<file path="src/rtl/core/cbm_pkg.sv">
`timescale 1ns / 1ps
`default_nettype none

package cbm_pkg;

  // address split of the cpu space
  localparam int PAGE_BITS        = 14;
  localparam int SYSTEM_RAM_BYTES = 8192;
  localparam int CART_RAM_BYTES   = 32768;
  localparam int OFFSET_W         = 22;
  localparam int ADDR_W           = 16;

  // fixed boot area and system ram window
  localparam logic [ADDR_W-1:0] FIXED_LIMIT = 16'h0400;
  localparam logic [ADDR_W-1:0] SRAM_MASK   = ADDR_W'(SYSTEM_RAM_BYTES - 1);

  // memory control value applied at reset
  localparam logic [7:0] MEM_CTRL_INIT = 8'hE7;

  // configuration register indexes
  typedef enum logic [2:0] {
    CFG_EXPANSION_TYPE = 3'd0,
    CFG_CART_TYPE      = 3'd1,
    CFG_CARD_TYPE      = 3'd2,
    CFG_BIOS_TYPE      = 3'd3,
    CFG_EXPANSION_MASK = 3'd4,
    CFG_CART_MASK      = 3'd5,
    CFG_CARD_MASK      = 3'd6,
    CFG_BIOS_MASK      = 3'd7
  } cfg_index_t;

  typedef enum logic [1:0] {
    CMD_READ      = 2'd0,
    CMD_MEM_CTRL  = 2'd1,
    CMD_BANK      = 2'd2,
    CMD_CRAM_CTRL = 2'd3
  } command_t;

  typedef enum logic [1:0] {
    SLOT_EXPANSION = 2'd0,
    SLOT_CART      = 2'd1,
    SLOT_CARD      = 2'd2,
    SLOT_BIOS      = 2'd3
  } slot_t;

  typedef enum logic [1:0] {
    STYPE_ABSENT = 2'd0,
    STYPE_FLAT   = 2'd1,
    STYPE_PAGED  = 2'd2,
    STYPE_SINGLE = 2'd3
  } slot_type_t;

  typedef enum logic [1:0] {
    MODE_FLAT   = 2'd0,
    MODE_PAGED  = 2'd1,
    MODE_SINGLE = 2'd2
  } mode_t;

  typedef enum logic [2:0] {
    TGT_DONE = 3'd0,
    TGT_OPEN = 3'd1,
    TGT_ROM  = 3'd2,
    TGT_CRAM = 3'd3,
    TGT_SRAM = 3'd4
  } target_t;

  // one translated result
  typedef struct packed {
    logic [2:0]          target;
    logic [1:0]          slot;
    logic [OFFSET_W-1:0] offset;
  } rsp_t;

endpackage

`default_nettype wire

</file>
<file path="src/rtl/core/cbm_req_if.sv">
`timescale 1ns / 1ps
`default_nettype none

interface cbm_req_if;
  logic        valid;
  logic        ready;
  logic [1:0]  command;
  logic [15:0] address;
  logic [1:0]  bank_select;
  logic [7:0]  write_value;

  modport source (output valid, command, address, bank_select, write_value, input ready);
  modport sink   (input valid, command, address, bank_select, write_value, output ready);
endinterface

`default_nettype wire

</file>
<file path="src/rtl/core/cbm_rsp_if.sv">
`timescale 1ns / 1ps
`default_nettype none

interface cbm_rsp_if;
  logic        valid;
  logic        ready;
  logic [2:0]  target;
  logic [1:0]  slot;
  logic [21:0] offset;

  modport source (output valid, target, slot, offset, input ready);
  modport sink   (input valid, target, slot, offset, output ready);
endinterface

`default_nettype wire

</file>
<file path="src/rtl/core/cartridge_bank_mapper_top.sv">
// Bank mapper for a four-slot 8-bit console memory map.
// req channel: one request per command (cpu read, memory control write,
//   bank register write, cart ram control write). rsp channel: one result
//   per request giving target memory, active slot and byte offset.
// Configuration: cfg_write_enable, cfg_index and cfg_data write the slot
//   types and bank masks; writes are registered, no read-back.
// Each result is registered, into the result register or behind it in the skid entry.
// Throughput: one request per cycle while the skid entry is empty;
//   translation is a single level of muxing and masking between the
//   request handshake and the result register.
// A result register plus one skid entry sit on rsp, so a request is still
//   taken while one result waits; req.ready drops only once both are full
//   and rises again as soon as the receiver takes a result.
// Reset (rst, synchronous) applies a memory control write of 0xE7:
//   bios slot active, flat mode, bank registers 0, 1, 2, cart ram off,
//   all slot types absent and masks zero.
`timescale 1ns / 1ps
`default_nettype none

module cartridge_bank_mapper_top
  import cbm_pkg::*;
(
  input  wire logic       clk,
  input  wire logic       rst,
  input  wire logic       cfg_write_enable,
  input  wire logic [2:0] cfg_index,
  input  wire logic [7:0] cfg_data,
  cbm_req_if.sink         req,
  cbm_rsp_if.source       rsp
);

  // configuration registers
  logic [3:0][1:0] slot_type;
  logic [3:0][7:0] slot_mask;

  // mapper state
  logic [1:0]      active_slot;
  logic [1:0]      mapper_mode;
  logic [2:0][7:0] bank_regs;
  logic            cram_enable;
  logic            cram_page;

  logic [1:0]      active_slot_next;
  logic [1:0]      mapper_mode_next;
  logic [2:0][7:0] bank_regs_next;
  logic            cram_enable_next;
  logic            cram_page_next;

  // output register and skid entry
  logic out_valid;
  rsp_t out_data;
  logic skid_valid;
  rsp_t skid_data;

  logic req_fire;
  logic rsp_fire;
  rsp_t rsp_next;

  // translation intermediates
  logic [1:0]  window;
  logic [7:0]  cur_mask;
  logic [7:0]  win_bank;
  logic [21:0] paged_offset;
  logic [21:0] single_offset;

  assign req.ready = !skid_valid;
  assign req_fire  = req.valid && req.ready;
  assign rsp_fire  = out_valid && rsp.ready;

  // configuration writes
  always_ff @(posedge clk) begin
    if (rst) begin
      slot_type <= '0;
      slot_mask <= '0;
    end else if (cfg_write_enable) begin
      case (cfg_index)
        CFG_EXPANSION_TYPE: slot_type[SLOT_EXPANSION] <= cfg_data[1:0];
        CFG_CART_TYPE:      slot_type[SLOT_CART]      <= cfg_data[1:0];
        CFG_CARD_TYPE:      slot_type[SLOT_CARD]      <= cfg_data[1:0];
        CFG_BIOS_TYPE:      slot_type[SLOT_BIOS]      <= cfg_data[1:0];
        CFG_EXPANSION_MASK: slot_mask[SLOT_EXPANSION] <= cfg_data;
        CFG_CART_MASK:      slot_mask[SLOT_CART]      <= cfg_data;
        CFG_CARD_MASK:      slot_mask[SLOT_CARD]      <= cfg_data;
        CFG_BIOS_MASK:      slot_mask[SLOT_BIOS]      <= cfg_data;
        default: ;
      endcase
    end
  end

  // state update for write commands
  always_comb begin
    active_slot_next = active_slot;
    mapper_mode_next = mapper_mode;
    bank_regs_next   = bank_regs;
    cram_enable_next = cram_enable;
    cram_page_next   = cram_page;
    if (req_fire) begin
      case (req.command)
        CMD_MEM_CTRL: begin
          // first clear disable bit wins: expansion, cart, card, bios
          if (!req.write_value[7]) begin
            active_slot_next = SLOT_EXPANSION;
            mapper_mode_next = MODE_FLAT;
          end else if (!req.write_value[6]) begin
            active_slot_next = SLOT_CART;
          end else if (!req.write_value[5]) begin
            active_slot_next = SLOT_CARD;
            mapper_mode_next = MODE_FLAT;
          end else if (!req.write_value[3]) begin
            active_slot_next = SLOT_BIOS;
            case (slot_type[SLOT_BIOS])
              STYPE_PAGED: begin
                mapper_mode_next = MODE_PAGED;
                bank_regs_next   = {8'd2, 8'd1, 8'd0};
              end
              STYPE_SINGLE: begin
                mapper_mode_next = MODE_SINGLE;
                bank_regs_next   = {8'd0, 8'd1, 8'd0};
              end
              default: mapper_mode_next = MODE_FLAT;
            endcase
          end
        end
        CMD_BANK: begin
          // bank select of 3 is dropped
          case (req.bank_select)
            2'd0:    bank_regs_next[0] = req.write_value;
            2'd1:    bank_regs_next[1] = req.write_value;
            2'd2:    bank_regs_next[2] = req.write_value;
            default: ;
          endcase
        end
        CMD_CRAM_CTRL: begin
          cram_enable_next = req.write_value[3];
          cram_page_next   = req.write_value[2];
        end
        default: ;
      endcase
    end
  end

  // read translation
  always_comb begin
    window   = req.address[15:14];
    cur_mask = slot_mask[active_slot];
    case (window)
      2'd0:    win_bank = bank_regs[0];
      2'd1:    win_bank = bank_regs[1];
      default: win_bank = bank_regs[2];
    endcase
    paged_offset  = {win_bank & cur_mask, req.address[PAGE_BITS-1:0]};
    single_offset = {bank_regs[2] & cur_mask, req.address[PAGE_BITS-1:0]};

    rsp_next.target = TGT_DONE;
    rsp_next.slot   = active_slot_next;
    rsp_next.offset = '0;
    if (req.command == CMD_READ) begin
      if (window == 2'd3) begin
        rsp_next.target = TGT_SRAM;
        rsp_next.offset = OFFSET_W'(req.address & SRAM_MASK);
      end else if (slot_type[active_slot] == STYPE_ABSENT) begin
        rsp_next.target = TGT_OPEN;
      end else if (req.address < FIXED_LIMIT) begin
        rsp_next.target = TGT_ROM;
        rsp_next.offset = OFFSET_W'(req.address[9:0]);
      end else begin
        rsp_next.target = TGT_ROM;
        rsp_next.offset = OFFSET_W'(req.address);
        case (mapper_mode)
          MODE_PAGED: begin
            if (window == 2'd2 && cram_enable) begin
              rsp_next.target = TGT_CRAM;
              rsp_next.offset = OFFSET_W'({cram_page, req.address[PAGE_BITS-1:0]});
            end else begin
              rsp_next.offset = paged_offset;
            end
          end
          MODE_SINGLE: begin
            if (window == 2'd2) begin
              rsp_next.offset = single_offset;
            end
          end
          default: ;
        endcase
      end
    end
  end

  // mapper state registers
  always_ff @(posedge clk) begin
    if (rst) begin
      active_slot <= SLOT_BIOS;
      mapper_mode <= MODE_FLAT;
      bank_regs   <= {8'd2, 8'd1, 8'd0};
      cram_enable <= 1'b0;
      cram_page   <= 1'b0;
    end else begin
      active_slot <= active_slot_next;
      mapper_mode <= mapper_mode_next;
      bank_regs   <= bank_regs_next;
      cram_enable <= cram_enable_next;
      cram_page   <= cram_page_next;
    end
  end

  // result register with skid entry
  always_ff @(posedge clk) begin
    if (rst) begin
      out_valid  <= 1'b0;
      skid_valid <= 1'b0;
    end else if (rsp_fire || !out_valid) begin
      if (skid_valid) begin
        out_valid  <= 1'b1;
        skid_valid <= 1'b0;
      end else begin
        out_valid <= req_fire;
      end
    end else if (req_fire) begin
      skid_valid <= 1'b1;
    end
  end

  always_ff @(posedge clk) begin
    if (rsp_fire || !out_valid) begin
      if (skid_valid) begin
        out_data <= skid_data;
      end else if (req_fire) begin
        out_data <= rsp_next;
      end
    end else if (req_fire) begin
      skid_data <= rsp_next;
    end
  end

  assign rsp.valid  = out_valid;
  assign rsp.target = out_data.target;
  assign rsp.slot   = out_data.slot;
  assign rsp.offset = out_data.offset;

  // skid entry only fills behind a waiting result
  assert property (@(posedge clk) disable iff (rst) skid_valid |-> out_valid)
    else $error("skid entry holds a result while output register is empty");

  // expansion select forces flat mode
  assert property (@(posedge clk) disable iff (rst)
    (req_fire && req.command == CMD_MEM_CTRL && !req.write_value[7])
      |=> (active_slot == SLOT_EXPANSION && mapper_mode == MODE_FLAT))
    else $error("expansion select did not force flat mode");

  // out-of-range bank select leaves bank registers alone
  assert property (@(posedge clk) disable iff (rst)
    (req_fire && req.command == CMD_BANK && req.bank_select == 2'd3) |=> $stable(bank_regs))
    else $error("bank select 3 changed a bank register");

  // reset lands in the bios flat state
  assert property (@(posedge clk)
    $past(rst) |-> (active_slot == SLOT_BIOS && mapper_mode == MODE_FLAT && !out_valid))
    else $error("reset state is not bios flat with empty output");

endmodule

`default_nettype wire

</file>
<file path="src/flat_wrapper.sv">
// flat-port wrapper written by rule: the top's interface ports become plain ports
module cartridge_bank_mapper_top_flat import cbm_pkg::*;
  (clk, rst, cfg_write_enable, cfg_index, cfg_data, req_valid, req_command, req_address, req_bank_select, req_write_value, req_ready, rsp_valid, rsp_target, rsp_slot, rsp_offset, rsp_ready);
  cbm_req_if req_i ();
  cbm_rsp_if rsp_i ();
  input  wire logic clk;
  input  wire logic rst;
  input  wire logic cfg_write_enable;
  input  wire logic [2:0] cfg_index;
  input  wire logic [7:0] cfg_data;
  input wire logic [$bits(req_i.valid)-1:0] req_valid;
  input wire logic [$bits(req_i.command)-1:0] req_command;
  input wire logic [$bits(req_i.address)-1:0] req_address;
  input wire logic [$bits(req_i.bank_select)-1:0] req_bank_select;
  input wire logic [$bits(req_i.write_value)-1:0] req_write_value;
  output wire logic [$bits(req_i.ready)-1:0] req_ready;
  output wire logic [$bits(rsp_i.valid)-1:0] rsp_valid;
  output wire logic [$bits(rsp_i.target)-1:0] rsp_target;
  output wire logic [$bits(rsp_i.slot)-1:0] rsp_slot;
  output wire logic [$bits(rsp_i.offset)-1:0] rsp_offset;
  input wire logic [$bits(rsp_i.ready)-1:0] rsp_ready;
  assign req_i.valid = req_valid;
  assign req_i.command = req_command;
  assign req_i.address = req_address;
  assign req_i.bank_select = req_bank_select;
  assign req_i.write_value = req_write_value;
  assign req_ready = req_i.ready;
  assign rsp_valid = rsp_i.valid;
  assign rsp_target = rsp_i.target;
  assign rsp_slot = rsp_i.slot;
  assign rsp_offset = rsp_i.offset;
  assign rsp_i.ready = rsp_ready;
  cartridge_bank_mapper_top u_core (.clk(clk), .rst(rst), .cfg_write_enable(cfg_write_enable), .cfg_index(cfg_index), .cfg_data(cfg_data), .req(req_i), .rsp(rsp_i));
endmodule
</file>
<file path="config.mk">
export PLATFORM = sky130hd
export DESIGN_NAME = cartridge_bank_mapper_top_flat
export DESIGN_NICKNAME = d
export VERILOG_FILES = /design/src/rtl/core/cbm_pkg.sv /design/src/rtl/core/cbm_req_if.sv /design/src/rtl/core/cbm_rsp_if.sv /design/src/rtl/core/cartridge_bank_mapper_top.sv /design/src/flat_wrapper.sv
export SDC_FILE = /design/constraint.sdc
export NUM_CORES = 1
export LEC_CHECK = 0
export BUFFER_PORTS_ARGS = -buffer_cell sky130_fd_sc_hd__clkbuf_2
export CORE_MARGIN = 2
export CORE_UTILIZATION = 52
export CTS_CLUSTER_SIZE = 40
export DETAILED_ROUTE_END_ITERATION = 8
export PLACE_DENSITY = 0.76
export SLEW_MARGIN = 30
export SYNTH_ARGS = -nofsm -noshare
export SYNTH_HDL_FRONTEND = slang
export SYNTH_SLANG_ARGS = --single-unit
</file>
<file path="constraint.sdc">
create_clock -name clk -period 3.16 [get_ports clk]
set_input_delay 0.632 -clock clk [delete_from_list [all_inputs] [get_ports clk]]
set_output_delay 0.632 -clock clk [all_outputs]
set_load 0.02 [all_outputs]
</file>
Word level (Yosys, flattened, before mapping)
Cells that the tools add are included.

Magnitude comparators: 2. Eq/ne operators: 29. Mux-type cells: 41. Bitwise gates (word level): 3. Reduce and logical (&&, ||, !) cells: 29.

Operators by type and width (number): $mux 22 (6); $mux 24 (4); $pmux 24 s2 (2); $mux 27 (2); $pmux 22 s2 (1); $mux 8 (4); $reduce_and 8->1 (3); $mux 2 (11); $reduce_and 2->1 (11); $and 8x8->8 (2); $bmux 8 s2 (1); $eq 2x2->1 const B (8); $lt 16x11->1 const B (1); $pmux 8 s2 (1); $mux 3 (5); $ne 2x2->1 const B (7); $eq 3x3->1 const B (4); $eq 2x1->1 const B (4); $logic_not 2->1 (4); $eq 3x2->1 const B (2); $bmux 2 s2 (1); $pmux 2 s2 (1); $reduce_and 4->1 (1); $reduce_bool 2->1 (2); 12 further kinds (16).

Bits in registers: 126.

Depth between registers and ports, before layout
Depth after elaboration: 11. Mapped depth: 7. Gate-level depth less buffers: 6.

Worst setup path after synthesis
No wires, ideal clock.

Path type: input-to-reg. From: input port rsp_ready. To: register u_core.skid_data[0] in the netlist's numbering, enable pin. Setup time: 0.451 ns. Arrival: 2.873 ns. Required time: 2.709 ns. Path slack: -0.164 ns. Cell stages on the path: 2. Path buffers: 0. Path through: nand2b_1 -> nor3b_1.

Longest elaborated chain between the ends: 4.

RTL lines: start: declaration (line flat_wrapper.sv:21) `input wire logic [$bits(rsp_i.ready)-1:0] rsp_ready;`; $logic_and 1x1->1 (line cartridge_bank_mapper_top.sv:68) `assign rsp_fire = out_valid && rsp.ready;`; $logic_or 1x1->1 (line cartridge_bank_mapper_top.sv:224) `if (rsp_fire || !out_valid) begin`; $not 1->1 (no source line); $reduce_and 2->1 (no source line); end signal: assignment (line cartridge_bank_mapper_top.sv:231) `skid_data <= rsp_next;`; end: declaration (line cartridge_bank_mapper_top.sv:53) `rsp_t skid_data;`.

Every way passes these cells. A chain may end at the register's enable or synchronous reset.

Worst setup path after layout
From: register u_core.skid_valid. To: output port req_ready.

Longest elaborated chain between the ends: 1.

RTL lines: start: declaration (line cartridge_bank_mapper_top.sv:52) `logic skid_valid;`; start signal: assignment (line cartridge_bank_mapper_top.sv:210) `skid_valid <= 1'b0;`; start signal: assignment (line cartridge_bank_mapper_top.sv:214) `skid_valid <= 1'b0;`; start signal: assignment (line cartridge_bank_mapper_top.sv:219) `skid_valid <= 1'b1;`; $logic_not 1->1 (line cartridge_bank_mapper_top.sv:66) `assign req.ready = !skid_valid;`; end: declaration (line flat_wrapper.sv:16) `output wire logic [$bits(req_i.ready)-1:0] req_ready;`.

Every way passes these cells.

==> impl_metrics.py <==
metrics = {
    "timing": {
        "tightest_slew_ns": 0.940,
        "post-route-period-util_pct": 82.1,
        "finalWorstSetupSlack_ns": 0.566,
        "slew_headroom_pct": 36.8,
        "finalClockSkew_ns": 0.00782,
        "rsz0062_at_grt": "false",
        "tns_ns": 0,
        "hold_viol": 0,
        "period_needed_ns": 2.59,
        "slew_violations": 0,
        "fmax_mhz": 385,
        "setup_viol": 0,
    },
    "route": {
        "drt_wl_total_um": 13100,
        "final_antenna_net_count": 0,
        "drtPass1Iterations": 5,
        "drt_iter0_markers": 255,
        "num_vias": 4355,
        "via_per_inst": 5.53,
        "drc_errors": 0,
        "post_drt_wl_per_cell_um": 16.6,
    },
    "grt": {
        "grt_pass1_vias": 4206,
        "antenna_found_initial": 0,
        "grt_pass1_wl_um": 21000,
        "grt_start_max_net_pins": 67,
        "overflow": 0,
        "track_usage_pct": 23.3,
    },
    "yosys": {
        "yosys.area.top_type": "edfxtp_1",
        "yosysWarnings": 0,
        "synth_common_cells": "nand2_1, dfxtp_1, a21oi_1",
        "yosysTopAreaCellShare_pct": 28.4,
        "ys_seq_area_share_pct": 53.6,
        "ys_ff_latch": 126,
        "ys.flop_type": "dfxtp_1",
        "yosys-top-cells-area": "edfxtp_1, dfxtp_1, mux2i_1, nand2_1, a21oi_1",
        "synth_edf_count": 54,
        "avgSynthCellArea_sq_um": 10.0,
        "synth_most_common_cell": "nand2_1",
        "netlist_instances": 571,
        "syn-cell-area_sq_um": 5710,
        "syn-num-nets": 621,
        "synthArstFlopShare_pct": 0,
        "synth_cell_types": 45,
    },
    "clocking": {
        "cts_inserted_buffers": 17,
        "clock_latency_ns": 0.52,
        "postCtsSetupRepairBufs": 0,
        "h-tree-depth": 4,
        "cts_hold_buf": 0,
        "cts_tree": "built",
        "cts_resized": 0,
        "cts_buffer_depth": 2,
        "clock-sinks": 126,
        "path_clk_slew_ns": 0.06,
        "clock-root-buffer": "clkbuf_8",
    },
    "final_layout": {
        "fin_area_sq_um": 6730,
        "n_antenna_cell": 0,
        "drive_gt1_share_pct": 21.5,
        "area_delta_synth_final_pct": 17.7,
        "layout.nets": 685,
    },
    "worst_setup_path": {
        "critical_path.endpoint_type": "output port",
        "arrival_ns": 1.96,
        "worst_setup_path_start_kind": "flop",
        "r2r_start": "u_core.skid_valid",
        "rr_worst_depth": 5,
        "cp_max_fo": 22,
        "required_ns": 2.53,
        "r2r-end": "u_core.rsp.slot[0]",
        "path_class": "reg2out",
        "crit_path_end": "req_ready",
        "crit_start": "u_core.skid_valid",
        "rrSetupSlack_ns": 0.97,
    },
    "placement": {
        "portBuffers": 72,
        "gp_congestion": 0.914,
        "place_area_sq_um": 6180,
        "place_hpwl_um": 9020,
        "pre_cts_ws_ns": 0.626,
    },
    "power_and_ir_drop": {
        "total_power_mw": 3.90,
        "p_leak_nw": 2.67,
        "ir_worst_vdd_mv": 0.296,
        "powerDensity_nw_per_um2": 580,
    },
    "die": {
        "die_area_sq_um": 11800,
        "io_pins": 73,
        "fp.dieW_um": 109,
        "die_height_um": 109,
        "core_area_sq_um": 10800,
        "initial_core_util_pct": 52.9,
        "rows": 38,
    },
    "flow_run": {
        "max_cap_viol_count": 0,
    },
    "min_path": {
        "hold_path_class": "in2reg",
    },
    "outcome": {
        "outcome": "finished clean",
    },
}
## report_power, final
part | leakage (nW) | switching (mW) | internal, mW | total (mW)
Combinational | 1.32 | 0.182 | 0.107 | 0.289
Clock | 0.267 | 0.661 | 1.18 | 1.84
Sequential | 1.08 | 0.0235 | 1.75 | 1.77
Total | 2.67 | 0.867 | 3.03 | 3.90
## final cells by class
cell class,count,area (sq um)
Tap cell,140,175
Clock buffer,20,425
Inverter,8,30.0
Clock inverter,12,125
Multi-Input combinational cell,404,2490
Fill cell,860,4070
Timing Repair Buffer,78,420
Sequential cell,126,3060
## placed cells by master, fill, tap and decap left out, types with 8 or more instances in the layout
cell	n
a21oi_1	56
and2_4	10
clkbuf_16	16
clkbuf_2	71
clkinv_1	8
dfxtp_1	72
edfxtp_1	54
mux2_2	12
mux2i_1	45
nand2_1	110
nand2b_1	27
nand3b_1	9
nor2_1	30
nor3_1	11
o21ai_0	22
o41ai_1	8
## per-stage QoR
step | hold WS (ns) | util (%) | cells
floorplan | 0.433 | - | 571
global placement | 0.438 | 57.2 | 756
detailed placement | 0.444 | 57.2 | 756
CTS | 0.357 | 62.3 | 788
global route | 0.380 | 62.3 | 788
finish | 0.382 | 62.3 | 788
## logic make-up (layout without fill, tap and decap cells)
| family | after synthesis | after routing | share of synthesized area [%] |
|---|---|---|---|
| multiplexers | 60 | 60 | 11.4 |
| adder cells (fa/ha/maj) | 6 | 6 | 1.31 |
| buffers and inverters | 41 | 118 | 3.04 |
| AND/OR/NAND/NOR | 236 | 236 | 20.3 |
| AO/OA/AOI/OAI | 102 | 102 | 10.3 |
| flip-flops | 126 | 126 | 53.6 |
## layer usage
layer / track usage [%] / routed length [um]
met1: 29.0 / 5540
met5: 0 / 0
met4: 9.34 / 214
met3: 5.56 / 748
met2: 39.1 / 6600
## critical path, cell delays in order (launching register included)
cell	delay, ns
dfxtp_1	0.79
inv_2	0.39
clkbuf_2	0.26
## flip-flops by register name (all words and copies together) (netlist names), 2 cells and up
signal	flops
u_core.active_slot	2
u_core.bank_regs	24
u_core.mapper_mode	2
u_core.rsp.offset	22
u_core.rsp.slot	2
u_core.rsp.target	3
u_core.skid_data	27
u_core.slot_mask	32
u_core.slot_type	8
## how the worst min path moves through the flow
stage                               from                    to  slack, ns  depth (start not counted)
finish                       cfg_data[4]  u_core.slot_mask[20]       0.38                          3
global placement    u_core.slot_mask[26]  u_core.slot_mask[26]       0.44                          2
global route                 cfg_data[5]  u_core.slot_mask[13]       0.38                          3
detailed placement  u_core.slot_mask[14]  u_core.slot_mask[14]       0.44                          2
CTS                          cfg_data[5]  u_core.slot_mask[21]       0.36                          3
floorplan           u_core.slot_mask[26]  u_core.slot_mask[26]       0.43                          2
(Power assumes the default switching activity.)
